===== src/hw/rtl/sbig_pkg.sv =====
`timescale 1ns / 1ps
`default_nettype none
// ----------------------------------------------------------------------------
// sbig_pkg
// Shared field widths, input modes, result codes and the command type that
// travels from the front end to the back end of the batch index generator.
// ----------------------------------------------------------------------------
package sbig_pkg;

  localparam int MODE_W    = 2;
  localparam int RAND_W    = 31;
  localparam int ROW_IDX_W = 10;
  localparam int STATUS_W  = 3;
  localparam int ROWCNT_W  = 11;
  localparam int BATCH_W   = 7;
  localparam int CFG_IDX_W = 1;
  localparam int CFG_W     = ROWCNT_W;

  localparam logic [MODE_W-1:0] MODE_RESET = 2'd0;
  localparam logic [MODE_W-1:0] MODE_SWAP  = 2'd1;
  localparam logic [MODE_W-1:0] MODE_FETCH = 2'd2;

  localparam logic [STATUS_W-1:0] ST_INDEX      = 3'd0;
  localparam logic [STATUS_W-1:0] ST_NO_DATA    = 3'd1;
  localparam logic [STATUS_W-1:0] ST_RESET_DONE = 3'd2;
  localparam logic [STATUS_W-1:0] ST_SWAP_DONE  = 3'd3;
  localparam logic [STATUS_W-1:0] ST_PASS_DONE  = 3'd4;

  localparam logic [CFG_IDX_W-1:0] CFG_ROW_COUNT = 1'b0;
  localparam logic [CFG_IDX_W-1:0] CFG_BATCH_LIM = 1'b1;

  localparam logic [ROWCNT_W-1:0] ROWCNT_RST = 11'd1024;
  localparam logic [BATCH_W-1:0]  BATCH_RST  = 7'd32;

  typedef enum logic [1:0] {
    OP_RESET,
    OP_SWAP,
    OP_FETCH
  } op_t;

  typedef struct packed {
    op_t               op;
    logic [RAND_W-1:0] rnd;
  } cmd_t;

endpackage
`default_nettype wire


===== src/hw/rtl/sbig_cmd_fifo.sv =====
`timescale 1ns / 1ps
`default_nettype none
// ----------------------------------------------------------------------------
// sbig_cmd_fifo
// Two-entry command queue between the front end and the back end.
// ----------------------------------------------------------------------------
module sbig_cmd_fifo (
  input  wire logic           clk,
  input  wire logic           rst_n,
  input  wire sbig_pkg::cmd_t push_cmd,
  input  wire logic           push_valid,
  output logic                push_ready,
  output sbig_pkg::cmd_t      pop_cmd,
  output logic                pop_valid,
  input  wire logic           pop_ready
);
  import sbig_pkg::*;

  cmd_t        ent_r [2];
  logic        wr_ptr_r;
  logic        rd_ptr_r;
  logic [1:0]  count_r;
  logic        do_push;
  logic        do_pop;

  assign push_ready = (count_r != 2'd2);
  assign pop_valid  = (count_r != 2'd0);
  assign pop_cmd    = ent_r[rd_ptr_r];
  assign do_push    = push_valid && push_ready;
  assign do_pop     = pop_valid && pop_ready;

  always_ff @(posedge clk) begin
    if (!rst_n) begin
      wr_ptr_r <= 1'b0;
      rd_ptr_r <= 1'b0;
      count_r  <= 2'd0;
    end else begin
      if (do_push) wr_ptr_r <= !wr_ptr_r;
      if (do_pop)  rd_ptr_r <= !rd_ptr_r;
      if (do_push && !do_pop) begin
        count_r <= count_r + 2'd1;
      end else if (do_pop && !do_push) begin
        count_r <= count_r - 2'd1;
      end
    end
  end

  always_ff @(posedge clk) begin
    if (do_push) begin
      ent_r[wr_ptr_r] <= push_cmd;
    end
  end

endmodule
`default_nettype wire


===== config.mk =====
export PLATFORM = sky130hd
export DESIGN_NAME = sbig_cmd_fifo
export DESIGN_NICKNAME = d
export VERILOG_FILES = /design/src/hw/rtl/sbig_pkg.sv /design/src/hw/rtl/sbig_cmd_fifo.sv
export SDC_FILE = /design/constraint.sdc
export NUM_CORES = 1
export LEC_CHECK = 0
export BUFFER_PORTS_ARGS = -buffer_cell sky130_fd_sc_hd__clkbuf_2
export CAP_MARGIN = 10
export CORE_ASPECT_RATIO = 1.1
export CORE_MARGIN = 4
export CORE_UTILIZATION = 45
export DETAILED_ROUTE_END_ITERATION = 12
export GPL_ROUTABILITY_DRIVEN = 0
export HOLD_SLACK_MARGIN = 0.06
export PLACE_DENSITY = 0.7
export SLEW_MARGIN = 25
export SYNTH_ARGS = -nofsm -noshare
export SYNTH_HDL_FRONTEND = slang
export SYNTH_SLANG_ARGS = --single-unit

===== constraint.sdc =====
create_clock -name clk -period 3.55 [get_ports clk]
set_input_delay 0.71 -clock clk [delete_from_list [all_inputs] [get_ports clk]]
set_output_delay 0.71 -clock clk [all_outputs]
set_load 0.03 [all_outputs]

# Yosys cells after proc, flatten, opt, wreduce, memory -nomap -nowiden
# Memories as Yosys holds them, arrays and structs flattened. A register that Yosys moved wholly into a read port is not among the register bits.
# Index checks and enable logic that the tools add are counted.
word_totals:
  regBits: 4
  latch_bits: 0
  ram_bits: 66
  rom_bits: 0
  inputBits: 37
  output_inout_bits: 35
  elab_cells: 23
  n_memories: 1
memory_table:
  columns: ["name", "words", "width", "rd", "rd_ports_with_merged_regs", "write_ports", "line", "rtl"]
  rows:
  - ["ent_r", 2, 33, 1, 1, 1, "sbig_cmd_fifo.sv:19", "cmd_t ent_r [2];"]
op_classes:
  n_addsub: 2
  mul: 0
  div_mod_pow: 0
  n_lt_le_gt_ge: 0
  n_eq_ne: 1
  n_shift: 0
  n_mux: 6
  n_bitwise: 0
  n_reduce_logical: 10
ops:
  columns: ["cell", "n"]
  rows:
  - ["logical AND 1 bit", 4]
  - ["logical NOT 1 bit", 4]
  - ["2-to-1 mux 1 bit", 4]
  - ["2-to-1 mux 2 bit", 2]
  - ["nonzero test 2 bit", 2]
  - ["adder 2 x 1 -> 2 bit (second input constant)", 1]
  - ["inequality test 2 bit (second input constant)", 1]
  - ["subtractor 2 x 1 -> 2 bit (second input constant)", 1]

# Longest topological paths before layout
logic_depth:
  depth_word: 6
  depth_mapped: 6
  ltp_nobuf: 6

# Worst setup path after synthesis
# OpenSTA, ideal clock, no wires.
synth_timing:
  path_kind: "input port to flip-flop"
  from: "input port push_valid"
  to: "memory ent_r[1][0] (netlist bit) (enable)"
  setup_ps: 393
  arrival_ps: 1566
  required_time_ps: 3157
  path_slack_ps: 1591
  path_stages: 1
  n_path_buf: 0
  cell_sequence: "and3_1"
synth_via:
  elab_chain_len: 3
synth_rtl:
  columns: ["element", "line", "rtl"]
  rows:
  - ["start: declaration", "sbig_cmd_fifo.sv:11", "input wire logic push_valid,"]
  - ["logical AND 1 bit", "sbig_cmd_fifo.sv:29", "assign do_push = push_valid && push_ready;"]
  - ["2-to-1 mux 1 bit", "sbig_cmd_fifo.sv:49", "if (do_push) begin"]
  - ["2-to-1 mux 1 bit (not written as such)", "sbig_cmd_fifo.sv:50", "ent_r[wr_ptr_r] <= push_cmd;"]
  - ["end: declaration", "sbig_cmd_fifo.sv:19", null]
# No other way between the ends.

==> run summary <==
The count of input and output buffers is between 70 and 80. The number of gates resized after CTS came out at 0. The worst supply voltage drop on vdd is 0.0005933 V. In this run the deepest clock path goes through 2 buffers.

The first-iteration detailed-routing DRC count is 56. The number of antenna-violating nets in the routed design is 0. The tool flagged a number of max-cap violations equal to 0. The die height is 87.97 µm. Hold timing on the final database bottoms out at a slack of 0.5564 ns. The total area inside the core boundary comes to roughly 5500 µm². The row count came out at 28.

The I/O pin total is 72. The number of enable flip-flop cells after synthesis is 66. The clock transition at the registers of the reported paths came out at 0.07 ns. Summing all placed instances gives a cell area of 3068 µm². Cells with a size suffix above 1 make up between 50% and 60% of the layout. The gate count after technology mapping is 127. The library cell occupying the most area in the post-synthesis netlist is sky130_fd_sc_hd__edfxtp_1. The total negative slack came out at 0 ns. The run finished with clean final reports. Between clock sinks in the finished design, the worst skew comes to around 0.0085 ns.

Ranked by total cell area, the synthesized netlist is headed by sky130_fd_sc_hd__edfxtp_1 (76%), sky130_fd_sc_hd__mux2_2 (14%), sky130_fd_sc_hd__dfxtp_1 (3.8%), sky130_fd_sc_hd__and2_1 (0.96%), sky130_fd_sc_hd__buf_2 (0.77%). The worst hold path belongs to the class reg2reg. The area of the die is roughly 7000 µm².

The leakage power of the design came out at 0.001254 µW. The number of remaining DRC errors came out at 0. Wires add up to 4609 µm. The post-layout instance area is 3272 µm². Yosys printed 0 warnings.

For this run, the total global-route usage over all layers was measured as 14.27%. Among all flip-flop cells after synthesis, the most frequent one is sky130_fd_sc_hd__edfxtp_1. The detail-routed via count per cell came out at 4.708. The final setup violation count came out at 0. The count of state elements after synthesis is 71.

For this configuration, the core starts out at a cell density of 47.57%. The HPWL after detailed placement is 3279 µm. The max-slew violation total from the final report is 0. Sequential cells were found to cover between 70% and 80% of the synthesized design area. The number of antenna violations at the first check in global routing came to 0. The slew at the pin with the worst max-slew slack came out at 0.8880 ns.

TritonCTS built the clock tree. The mapped netlist covers 2616 µm². The number of nets in the synthesized netlist is between 150 and 200.

The overall via count from detail_route came out at 1356. The final routed wire length divided by cell count came out at 16.00 µm. The number of hold violations in the final report came out at 0. The first-pass GRT wire length came out at 7396 µm. The fraction of the cycle the final worst path needs came out at 71.61%. The top fanout value on the critical path is 26. The number of buffers inserted by hold repair at cts came out at 0. STA classifies the critical path startpoint as a flip-flop. The die is 80.70 µm wide. The number of global-route vias before repair is 1558. The number of inserted diodes came out at 0. The worst slew margin relative to its limit is 40.80%. The clock period minus worst slack came out at between 2 and 3 ns.

The final core utilization came out at 59.49%. The critical path in this run is classified as reg2out. After the last flow step, the layout net total stands at 246. For this design the ratio of total power to cell area is 770.8 nW/µm². The area growth from synthesis to layout is 25.06%. The worst setup path is captured at an output port. Data on the critical path arrives at its endpoint at 1.83 ns.

Entering global routing, the biggest net connects 27 pins. The clock latency on the worst-skew pair is about 0.33 ns. The tree is rooted in a sky130_fd_sc_hd__clkbuf_8. The number of buffers created by CTS is 9.

The clock sink count came out at 71. The count of TritonRoute iterations in the first routing pass is 3. The H-tree generated during clock tree synthesis spans 3 levels. The timing-limited maximum frequency is 393.4 MHz. The per-instance average area after synthesis came out at 20.60 µm². Setup repair after global routing left no endpoint under its margin.

For this run, asynchronously set or reset flops after synthesis account for 0%. The number of distinct standard cells referenced by the synthesized netlist came out at 19. The area share of the largest cell type after synthesis is 75.75%. Buffers added to address setup during post-CTS repair amount to 0. For the worst setup path, the data required time is 2.84 ns. The overall overflow remaining after global route came out at 0.
==> per-layer routing <==
| layer | global-route usage (%) | share of wire, % | vias to the layer above |
|---|---|---|---|
| met5 | 0 | 0 | - |
| met4 | 6.452 | 1.1 | 0 |
| met3 | 4.424 | 4.8 | 6 |
| met2 | 24.92 | 54 | 35 |
| met1 | 15.98 | 40 | 661 |
| li1 | - | - | 654 |
==> worst paths after layout <==
| kind | start | end | slack, ns | depth (start not counted) |
|---|---|---|---|---|
| setup / recovery | flip-flop | pop_cmd[19] | 1.01 | 3 |
| hold / removal | count_r[1] | count_r[1] | 0.56 | 2 |
| setup reg to reg | count_r[0] | ent_r[1][19] | 1.49 | 3 |
| hold reg to reg | count_r[1] | count_r[1] | 0.56 | 2 |
==> where the power goes <==
group	internal, µW	switching [µW]	leakage [µW]
Combinational	280	486	0.000494
Clock	390	267	0.000102
Sequential	1050	49.2	0.000658
Total	1720	803	0.00125
==> registers in the layout, indices dropped and copies added, names as in the netlist, named ones only <==
| signal | cells |
|---|---|
| ent_r | 66 |
| wr_ptr_r | 1 |
| count_r | 2 |
| rd_ptr_r | 1 |
==> final cells by class <==
| class | instances | area [µm²] |
|---|---|---|
| clock inverters | 5 | 72.57 |
| repair buffers | 74 | 377.9 |
| clock buffers | 11 | 131.4 |
| inverters | 1 | 3.754 |
| flip-flops and latches | 71 | 2082 |
| fillers | 436 | 2228 |
| well taps | 75 | 93.84 |
| multi-input cells | 51 | 510.5 |
==> stage by stage <==
step	total power [µW]	setup slack, ns	cells
global route	2643	0.9007	288
CTS	2555	0.9713	288
floorplan	1680	1.591	127
global placement	1869	1.350	272
detailed placement	1895	1.238	272
finish	2522	1.008	288
==> synthesized netlist by cell type (2+ instances only) <==
library cell / number
sky130_fd_sc_hd__edfxtp_1: 66
sky130_fd_sc_hd__xnor2_1: 2
sky130_fd_sc_hd__mux2_2: 33
sky130_fd_sc_hd__dfxtp_1: 5
sky130_fd_sc_hd__and2_1: 4
sky130_fd_sc_hd__buf_2: 4
==> cells in the final DEF (no fill, tap or decap), types with 2 or more instances in the layout <==
cell and instances:
sky130_fd_sc_hd__and2_1 4, sky130_fd_sc_hd__buf_4 3, sky130_fd_sc_hd__bufinv_16 2, sky130_fd_sc_hd__clkbuf_1 2, sky130_fd_sc_hd__clkbuf_2 71, sky130_fd_sc_hd__clkbuf_8 9
sky130_fd_sc_hd__clkinv_1 2, sky130_fd_sc_hd__dfxtp_1 5, sky130_fd_sc_hd__edfxtp_1 66, sky130_fd_sc_hd__mux2_2 33, sky130_fd_sc_hd__xnor2_1 2
==> critical path: stages (launching register included) <==
cell and delay (ns):
sky130_fd_sc_hd__dfxtp_1 0.52, sky130_fd_sc_hd__buf_4 0.40, sky130_fd_sc_hd__mux2_2 0.39, sky130_fd_sc_hd__clkbuf_2 0.19
==> logic make-up (layout without fill, tap and decap cells) <==
family / count (synthesis) / after routing / synth area share (%)
flip-flops: 71 / 71 / 79.58
multiplexers: 33 / 33 / 14.20
AND/OR/NAND/NOR: 9 / 9 / 2.487
AO/OA/AOI/OAI: 5 / 5 / 1.339
buffers and inverters: 5 / 91 / 0.9085
XOR/XNOR: 3 / 3 / 1.004
adder cells (fa/ha/maj): 1 / 1 / 0.4782
(Power assumes the default switching activity.)
