### src/hw/rtl/sbig_pkg.sv
`timescale 1ns / 1ps
`default_nettype none
// ----------------------------------------------------------------------------
// sbig_pkg
// Shared field widths, input modes, result codes and the command type that
// travels from the front end to the back end of the batch index generator.
// ----------------------------------------------------------------------------
package sbig_pkg;

  localparam int MODE_W    = 2;
  localparam int RAND_W    = 31;
  localparam int ROW_IDX_W = 10;
  localparam int STATUS_W  = 3;
  localparam int ROWCNT_W  = 11;
  localparam int BATCH_W   = 7;
  localparam int CFG_IDX_W = 1;
  localparam int CFG_W     = ROWCNT_W;

  localparam logic [MODE_W-1:0] MODE_RESET = 2'd0;
  localparam logic [MODE_W-1:0] MODE_SWAP  = 2'd1;
  localparam logic [MODE_W-1:0] MODE_FETCH = 2'd2;

  localparam logic [STATUS_W-1:0] ST_INDEX      = 3'd0;
  localparam logic [STATUS_W-1:0] ST_NO_DATA    = 3'd1;
  localparam logic [STATUS_W-1:0] ST_RESET_DONE = 3'd2;
  localparam logic [STATUS_W-1:0] ST_SWAP_DONE  = 3'd3;
  localparam logic [STATUS_W-1:0] ST_PASS_DONE  = 3'd4;

  localparam logic [CFG_IDX_W-1:0] CFG_ROW_COUNT = 1'b0;
  localparam logic [CFG_IDX_W-1:0] CFG_BATCH_LIM = 1'b1;

  localparam logic [ROWCNT_W-1:0] ROWCNT_RST = 11'd1024;
  localparam logic [BATCH_W-1:0]  BATCH_RST  = 7'd32;

  typedef enum logic [1:0] {
    OP_RESET,
    OP_SWAP,
    OP_FETCH
  } op_t;

  typedef struct packed {
    op_t               op;
    logic [RAND_W-1:0] rnd;
  } cmd_t;

endpackage
`default_nettype wire

### src/hw/rtl/sbig_if.sv
`timescale 1ns / 1ps
`default_nettype none
// ----------------------------------------------------------------------------
// sbig_if
// Valid/ready channels of the batch index generator: request and result.
// ----------------------------------------------------------------------------
interface sbig_in_if;
  import sbig_pkg::*;
  logic              valid;
  logic              ready;
  logic [MODE_W-1:0] mode;
  logic [RAND_W-1:0] random_value;
  modport source (output valid, output mode, output random_value, input ready);
  modport sink   (input valid, input mode, input random_value, output ready);
endinterface

`default_nettype wire

### src/hw/rtl/sbig_front.sv
`timescale 1ns / 1ps
`default_nettype none
// ----------------------------------------------------------------------------
// sbig_front
// Accepts request beats, decodes the mode into a command and holds it until
// the command queue takes it. Mode three is dropped here.
// ----------------------------------------------------------------------------
module sbig_front (
  input  wire logic          clk,
  input  wire logic          rst_n,
  sbig_in_if.sink            in_ch,
  output sbig_pkg::cmd_t     cmd,
  output logic               cmd_valid,
  input  wire logic          cmd_ready
);
  import sbig_pkg::*;

  logic  hold_r;
  cmd_t  cmd_r;
  cmd_t  dec;
  logic  dec_ok;
  logic  take;

  always_comb begin
    dec.rnd = in_ch.random_value;
    dec.op  = OP_RESET;
    dec_ok  = 1'b1;
    unique case (in_ch.mode)
      MODE_RESET: dec.op = OP_RESET;
      MODE_SWAP:  dec.op = OP_SWAP;
      MODE_FETCH: dec.op = OP_FETCH;
      default:    dec_ok = 1'b0;
    endcase
  end

  assign in_ch.ready = !hold_r || cmd_ready;
  assign take        = in_ch.valid && in_ch.ready;
  assign cmd_valid   = hold_r;
  assign cmd         = cmd_r;

  always_ff @(posedge clk) begin
    if (!rst_n) begin
      hold_r <= 1'b0;
    end else if (take) begin
      hold_r <= dec_ok;
    end else if (cmd_ready) begin
      hold_r <= 1'b0;
    end
  end

  always_ff @(posedge clk) begin
    if (take) begin
      cmd_r <= dec;
    end
  end

endmodule
`default_nettype wire

### src/flat_wrapper.sv
// flat-port wrapper written by rule: the top's interface ports become plain ports
module sbig_front_flat import sbig_pkg::*;
  (clk, rst_n, cmd, cmd_valid, cmd_ready, in_ch_valid, in_ch_mode, in_ch_random_value, in_ch_ready);
  sbig_in_if in_ch_i ();
  input  wire logic clk;
  input  wire logic rst_n;
  output sbig_pkg::cmd_t cmd;
  output logic cmd_valid;
  input  wire logic cmd_ready;
  input wire logic [$bits(in_ch_i.valid)-1:0] in_ch_valid;
  input wire logic [$bits(in_ch_i.mode)-1:0] in_ch_mode;
  input wire logic [$bits(in_ch_i.random_value)-1:0] in_ch_random_value;
  output wire logic [$bits(in_ch_i.ready)-1:0] in_ch_ready;
  assign in_ch_i.valid = in_ch_valid;
  assign in_ch_i.mode = in_ch_mode;
  assign in_ch_i.random_value = in_ch_random_value;
  assign in_ch_ready = in_ch_i.ready;
  sbig_front u_core (.clk(clk), .rst_n(rst_n), .in_ch(in_ch_i), .cmd(cmd), .cmd_valid(cmd_valid), .cmd_ready(cmd_ready));
endmodule
### config.mk
export PLATFORM = sky130hd
export DESIGN_NAME = sbig_front_flat
export DESIGN_NICKNAME = d
export VERILOG_FILES = /design/src/hw/rtl/sbig_pkg.sv /design/src/hw/rtl/sbig_if.sv /design/src/hw/rtl/sbig_front.sv /design/src/flat_wrapper.sv
export SDC_FILE = /design/constraint.sdc
export NUM_CORES = 1
export LEC_CHECK = 0
export BUFFER_PORTS_ARGS = -buffer_cell sky130_fd_sc_hd__buf_4
export CAP_MARGIN = 25
export CORE_MARGIN = 2
export CORE_UTILIZATION = 39
export DETAILED_ROUTE_END_ITERATION = 7
export GPL_ROUTABILITY_DRIVEN = 0
export PLACE_DENSITY_LB_ADDON = 0.25
export RECOVER_POWER = 25
export SLEW_MARGIN = 15
export SYNTH_ARGS = -nofsm -noshare
export SYNTH_HDL_FRONTEND = slang
export SYNTH_SLANG_ARGS = --single-unit
export TNS_END_PERCENT = 10
### constraint.sdc
create_clock -name clk -period 1.98 [get_ports clk]
set_input_delay 0.297 -clock clk [delete_from_list [all_inputs] [get_ports clk]]
set_output_delay 0.297 -clock clk [all_outputs]
set_load 0.01 [all_outputs]
# Word level (Yosys, flattened, before mapping)
# Cells that the tools add are included.
# op_classes
reduce_logical,6
n_eq_ne,2
muxes,4
# ops
op,count
$pmux 2 s2,1
$mux 1,3
$reduce_or 3->1,1
$eq 2x1->1 const B,1
$eq 2x2->1 const B,1
$logic_not 2->1,1
$reduce_bool 2->1,1
$logic_and 1x1->1,1
$logic_not 1->1,1
$logic_or 1x1->1,1
# word_totals
out_inout_bits,35
in_bits,37
elab_cells,15
ff_bits,34

# Logic depth before layout (Yosys ltp)
# Gate-level depths: netlist of run 1.
# depth
depth_word,4
depth_mapped,2
ltp_nobuf,2

# Least setup slack after synthesis of run 1
# No wires, ideal clock.
# synth_path
kind,reg-to-reg
from,"reg u_core.hold_r, in the netlist u_core.cmd_valid"
to,"reg u_core.cmd_r, in the netlist u_core.cmd[0], enable pin"
setup_time_ns,0.393
n_path_buf,0
path_stages_with_launch,3
synth_period_minus_slack_ns,1.742
slack_ns,0.238
required_ns,1.587
arrival_ns,1.349
cell_sequence,dfxtp_1 -> nand2b_1 -> and2_1
# synth_between
elab_chain_len,3
# synth_rtl
element,line_no,source
from (decl),sbig_front.sv:18,logic hold_r;
from (signal assigned),sbig_front.sv:45,hold_r <= dec_ok;
$logic_not 1->1,sbig_front.sv:36,assign in_ch.ready = !hold_r || cmd_ready;
$logic_or 1x1->1,sbig_front.sv:36,
via in_ch_ready,flat_wrapper.sv:13,output wire logic [$bits(in_ch_i.ready)-1:0] in_ch_ready;
$logic_and 1x1->1,sbig_front.sv:37,assign take = in_ch.valid && in_ch.ready;
via u_core.take,sbig_front.sv:22,logic take;
to (signal assigned),sbig_front.sv:53,cmd_r <= dec;
to (decl),sbig_front.sv:19,cmd_t cmd_r;
# The timed path passes the listed nets, and every way through them passes these cells.
# A chain may end at the register's enable or synchronous reset.

# Worst setup path in the final report of run 1
# layout_path
from,"reg u_core.hold_r, in the netlist u_core.cmd_valid"
to,"reg u_core.cmd_r, in the netlist u_core.cmd[28], enable pin"
# layout_between
elab_chain_len,3
# layout_rtl
element,line_no
$logic_not 1->1,sbig_front.sv:36
$logic_or 1x1->1,sbig_front.sv:36
$logic_and 1x1->1,sbig_front.sv:37
via u_core.take,sbig_front.sv:22
# The timed path passes the listed nets, and every way through them passes these cells.

==> flow_summary.toml, run 1 <==
[run_status]
status = "finished clean"

[drt]
top_layer = "met4"
detail-route-antenna-nets = 0
finalWirelength_um = 1930
dr_wl_met2_um = 1070
post_drt_wl_per_cell_um = 13.0
num_vias = 653
drt_iter0_markers = 14
drc_errors = 0
wl_met1_um = 622
vias_per_cell = 4.38
drt_pass1_iterations = 4
route.met3.wl_um = 219

[die]
core_area_sq_um = 2520
num_rows = 18
die_area_sq_um = 3140
die_w_um = 56.1
fp.dieH_um = 56.1
start_util_pct = 41.9
pin_count = 72

[synthesis]
ys_seq_area_share_pct = 95.6
syn-cell-area_sq_um = 1060
syn_area_per_cell_sq_um = 26.4
syn_nets = 77
synth_seq_cells = 34
netlist_instances = 40
ys_types = 7
yosysWarnings = 0

[timing]
slew_viol_final = 0
setup_viol = 0
fmax_mhz = 771
worst_slew_pin_slew_ns = 0.394
slew_headroom_pct = 73.7
fin_crit_sh_pct = 65.5
final.setup.worst_slack_ns = 0.683
finClkSkew_ns = 0.00806
period_needed_ns = 1.30
grt_setup_unrepaired = "no"
hold_violations = 0
tns_ns = 0

[clock_tree]
clock-sinks = 34
h-tree-depth = 2
path_clk_slew_ns = 0.09
cts_inserted_buffers = 5
clock_latency_ns = 0.32
postCtsHoldBufs = 0
post_cts_buffers = 0
clockBufferDepth = 2
root_buffer = "clkbuf_4"
tritoncts = "done"
cts_resized = 0

[global_route]
grt_start_max_net_pins = 34
grt_overflow = 0
grt_use_total_pct = 13.1
first_global_vias = 634
grt_pass1_wl_um = 2970
antenna_found_initial = 0

[place]
placedCellCount = 142
place_ws_ns = 0.590
placed_area_sq_um = 1640
portBuffers = 71

[cells_and_area]
drive_gt1_share_pct = 65.5
area_delta_synth_final_pct = 58.9
layout.cells.non_filler = 149
fin_nets = 156
diodes = 0
stdcell_area_sq_um = 1680

[critical_path]
cp.arrival_ns = 1.27
crit_required_ns = 1.95
end_kind = "register"
critPathKind = "reg2reg"
cp-start-kind = "register"
path_max_fanout = 33

[power]
powerDensity_nw_per_um2 = 794
p_leak_nw = 0.714
ir_drop_uv = 643

[job]
max_cap_viol_count = 0

[worst_hold_path]
hp-class = "in2reg"
==> registers in the layout, indices dropped and copies added (netlist names) <==
name	count
u_core.cmd	33
u_core.cmd_valid	1
==> power breakdown <==
group / leakage, nW / internal, W / switching, W
sequential: 0.329 / 0.000840 / 0.0000119
clock: 0.0254 / 0.000134 / 0.000189
combinational: 0.360 / 0.0000954 / 0.0000645
==> worst paths after layout <==
kind	from	end	slack (ns)	cells past startpoint
worst max-delay path	u_core.cmd_valid	u_core.cmd[28]	0.68	3
worst min-delay path	in_ch_random_value[30]	u_core.cmd[30]	0.16	1
worst max register to register	u_core.cmd_valid	u_core.cmd[28]	0.68	3
worst min register to register	u_core.cmd_valid	u_core.cmd_valid	0.55	2
==> kinds of logic (layout without fill, tap and decap cells) <==
logic type             count (synthesis)  in the layout  share of synthesized area (%)
buffers and inverters                  0             79                              0
AND/OR/NAND/NOR                        4              4                           2.37
flip-flops                            34             34                           95.6
AO/OA/AOI/OAI                          2              2                           2.01
==> layer usage <==
| layer | global-route usage, % | vias up |
|---|---|---|
| met5 | 0 | - |
| met3 | 7.91 | 4 |
| met1 | 12.9 | 292 |
| li1 | - | 314 |
| met4 | 4.08 | 0 |
| met2 | 22.9 | 43 |
==> stage by stage <==
step	hold slack, ns	utilization [%]	total power [W]
6_report	0.159	66.6	0.00133
5_1_grt	0.130	66.6	0.00140
4_1_cts	0.130	66.6	0.00136
3_5_place_dp	0.476	64.8	0.00103
3_3_place_gp	0.476	64.8	0.00103
2_1_floorplan	0.396	-	0.000910
==> layout make-up <==
class / instances / area (sq um)
sequential: 34 / 1010
fill: 183 / 842
timing repair buffer: 72 / 541
multi-input combinational: 6 / 46.3
clock buffer: 7 / 45.0
tap: 30 / 37.5
==> critical path, stage by stage, from the launching register on <==
cell	delay, ns
dfxtp_1	0.32
nand2b_1	0.12
and2_1	0.14
buf_4	0.36
==> placed cells by master (no fill, tap or decap) <==
cell and n:
a21bo_1 1, a21boi_2 1, and2_1 1, buf_4 47, clkbuf_1 2, clkbuf_4 30, dfxtp_1 1, edfxtp_1 33
nand2b_1 1, nor2b_1 2
==> Yosys cell counts (all sizes together) <==
master   n  area [sq um]
and2     1          6.26
nand2b   1          6.26
a21boi   1          11.3
edfxtp  33           991
a21bo    1          10.0
dfxtp    1          20.0
nor2b    2          12.5
Note: power is estimated with default switching activity, not from simulation.
==> run 2, diff against run 1 <==
--- a/config.mk
+++ b/config.mk
@@ -5,10 +5,11 @@
 export SDC_FILE = /design/constraint.sdc
 export NUM_CORES = 1
 export LEC_CHECK = 0
+export ABC_AREA = 1
 export BUFFER_PORTS_ARGS = -buffer_cell sky130_fd_sc_hd__buf_4
 export CAP_MARGIN = 25
 export CORE_MARGIN = 2
-export CORE_UTILIZATION = 39
+export CORE_UTILIZATION = 36
 export DETAILED_ROUTE_END_ITERATION = 7
 export GPL_ROUTABILITY_DRIVEN = 0
 export PLACE_DENSITY_LB_ADDON = 0.25
==> constraint.sdc (replaced) <==
create_clock -name clk -period 1 [get_ports clk]
set_input_delay 0.15 -clock clk [delete_from_list [all_inputs] [get_ports clk]]
set_output_delay 0.15 -clock clk [all_outputs]
set_load 0.01 [all_outputs]
==> flow_summary.toml, run 2 <==
[run_status]
status = "finished, violations left"
violations = "negative setup slack"

[cells_and_area]
multi_input_area_sq_um = 53.8
diodes = 0
layout.cells.non_filler = 190
drive_gt1_share_pct = 54.7
stdcell_area_sq_um = 2240
final_cell_mix = "33 x buf_4, 33 x buf_6, 33 x edfxtp_1, 31 x dlygate4sd3_1, 11 x clkbuf_4"
largest_reg_flops = 33
fin_nets = 195
regArea_sq_um = 1010
area_delta_synth_final_pct = 111
utilization_pct = 80.7
nFillCells = 150

[clock_tree]
h-tree-depth = 2
clock-sinks = 34
cts_inserted_buffers = 5
clockBufferDepth = 2
tritoncts = "done"
root_buffer = "clkbuf_4"
path_clk_slew_ns = 0.10
clock_latency_ns = 0.33

[synthesis]
yosysTopAreaCell = "edfxtp_1"
ys_types = 9
synth_top_area_share_pct = 93.2
syn_area_per_cell_sq_um = 23.6
ys.flop_type = "edfxtp_1"
syn-cell-area_sq_um = 1060
synth_most_common_cell = "edfxtp_1"
ys_seq_area_share_pct = 95.1
ys_top_cells_by_count = "33 x edfxtp_1, 3 x inv_1, 2 x nand2_1, 2 x nor2_1"
async_flop_share_pct = 0
netlist_instances = 45
synth_area_leaders = "edfxtp_1 93%, dfxtp_1 1.9%, inv_1 1.1%"
synth_seq_cells = 34
synth_edf_count = 33
syn_nets = 82
yosysWarnings = 0

[drt]
route.met3.wl_um = 274
drt_pass1_iterations = 4
post_drt_wl_per_cell_um = 15.3
finalWirelength_um = 2900
top_layer = "met4"
num_vias = 835
drc_errors = 0
drt_iter0_markers = 11
detail-route-antenna-nets = 0
wl_met1_um = 908
vias_per_cell = 4.39
dr_wl_met2_um = 1680

[power]
powerDensity_nw_per_um2 = 1540
switching_share_pct = 19.6
power_w = 0.00347
ir_drop_uv = 1830
pwr-share-seq_pct = 49.1
combPwrFrac_pct = 14.8
intPower_w = 0.00279
clockPowerShare_pct = 36.1
p_switching_w = 0.000681
p_leak_nw = 0.969

[die]
pin_count = 72
fp.dieH_um = 58.4
die_area_sq_um = 3400
core_area_sq_um = 2780
start_util_pct = 38.2
die_w_um = 58.4
num_rows = 19

[critical_path]
reg2reg_slack_ns = -0.12
r2r_start = "u_core.cmd_valid"
path_max_fanout = 20
r2r_end = "u_core.cmd[23]"
crit_required_ns = 1.05
cp.arrival_ns = 1.16
end_kind = "register"
critPathLaunch = "u_core.cmd_valid"
cpMaxStageDelayCell = "dfxtp_2"
r2r_cells = 3
critPathKind = "reg2reg"
cp-start-kind = "register"
crit_chain = "buf_6 > a21boi_4 > buf_12"
cpPeakStageDelay_ns = 0.34

[worst_hold_path]
min_to = "u_core.cmd_valid"
hold_depth = 3
hp-class = "in2reg"
hp-start = "rst_n"

[timing]
hold_violations = 0
slew_viol_final = 0
final.setup.worst_slack_ns = -0.117
finClkSkew_ns = 0.0113
slew_headroom_pct = 86.7
fmax_mhz = 895
fin_crit_sh_pct = 112
period_needed_ns = 1.12
setup_viol = 64
worst_slew_pin_slew_ns = 0.199
grt_setup_unrepaired = "yes"

[global_route]
grt_overflow = 0
grt_start_max_net_pins = 21
grt_use_total_pct = 17.6
grt_pass1_wl_um = 4110
antenna_found_initial = 0
first_global_vias = 891

[place]
placed_area_sq_um = 1700
portBuffers = 71
placedCellCount = 150
hpwl_um = 1600

[job]
max_cap_viol_count = 0
[run 2: how the worst max path moves through the flow]
stage / to / depth (start not counted)
6_report: u_core.cmd[23] / 3
5_1_grt: in_ch_ready / 3
4_1_cts: in_ch_ready / 3
3_5_place_dp: u_core.cmd[5] / 2
3_3_place_gp: u_core.cmd[17] / 2
2_1_floorplan: u_core.cmd[0] / 1
[run 2: critical path: cells and delay by family, from the launching register on]
kind	cells	cell delay (ns)
compound gates	1	0.20
buf+inv	2	0.30
flops	1	0.34
[run 2: power by group through the flow]
stage / Clock (W) / Sequential, W / Combinational (W)
2_1_floorplan: 0 / 0.00177 / 0.0000425
3_3_place_gp: 0 / 0.00172 / 0.000354
3_5_place_dp: 0 / 0.00172 / 0.000361
4_1_cts: 0.00129 / 0.00170 / 0.000495
5_1_grt: 0.00133 / 0.00171 / 0.000543
6_report: 0.00125 / 0.00170 / 0.000513
[run 2: logic make-up after synthesis]
kind of cell,Yosys count,synth area share [%]
AOI/OAI and AO/OA,2,1.53
and+or+nand+nor,5,2.00
DFF,34,95.1
buffers and inverters,4,1.41
[run 2: stage by stage]
stage | worst slack, ns | TNS (ns) | hold slack (ns)
after global placement | -0.00301 | -0.0521 | 0.328
after global routing | -0.146 | -6.17 | 0.0519
after CTS | -0.134 | -4.60 | 0.0217
after detailed placement | -0.0132 | -0.258 | 0.330
after floorplan | -0.364 | -12.00 | 0.249
final | -0.117 | -3.96 | 0.0513
[run 2: layout make-up]
class / instances / area share, %
timing repair buffer: 106 / 45.4
clock buffer: 5 / 1.67
inverter: 4 / 0.669
clock inverter: 3 / 3.07
tap: 31 / 1.73
multi-input combinational: 7 / 2.40
sequential: 34 / 45.1
[run 2: metal layers]
layer	vias to the layer above	GRT usage, %
met5	-	0
met4	0	7.97
met3	5	7.47
met2	50	32.6
met1	385	16.6
li1	395	-
[run 2: what timing repair did]
action                                 4_1_cts  5_1_grt
pin swaps                                    0        1
endpoints found under the hold margin       31        0
gates resized for setup                     21       13
setup endpoints to repair                   55       68
buffers inserted                             1        0
hold buffers                                31        0
gates cloned                                 0        0
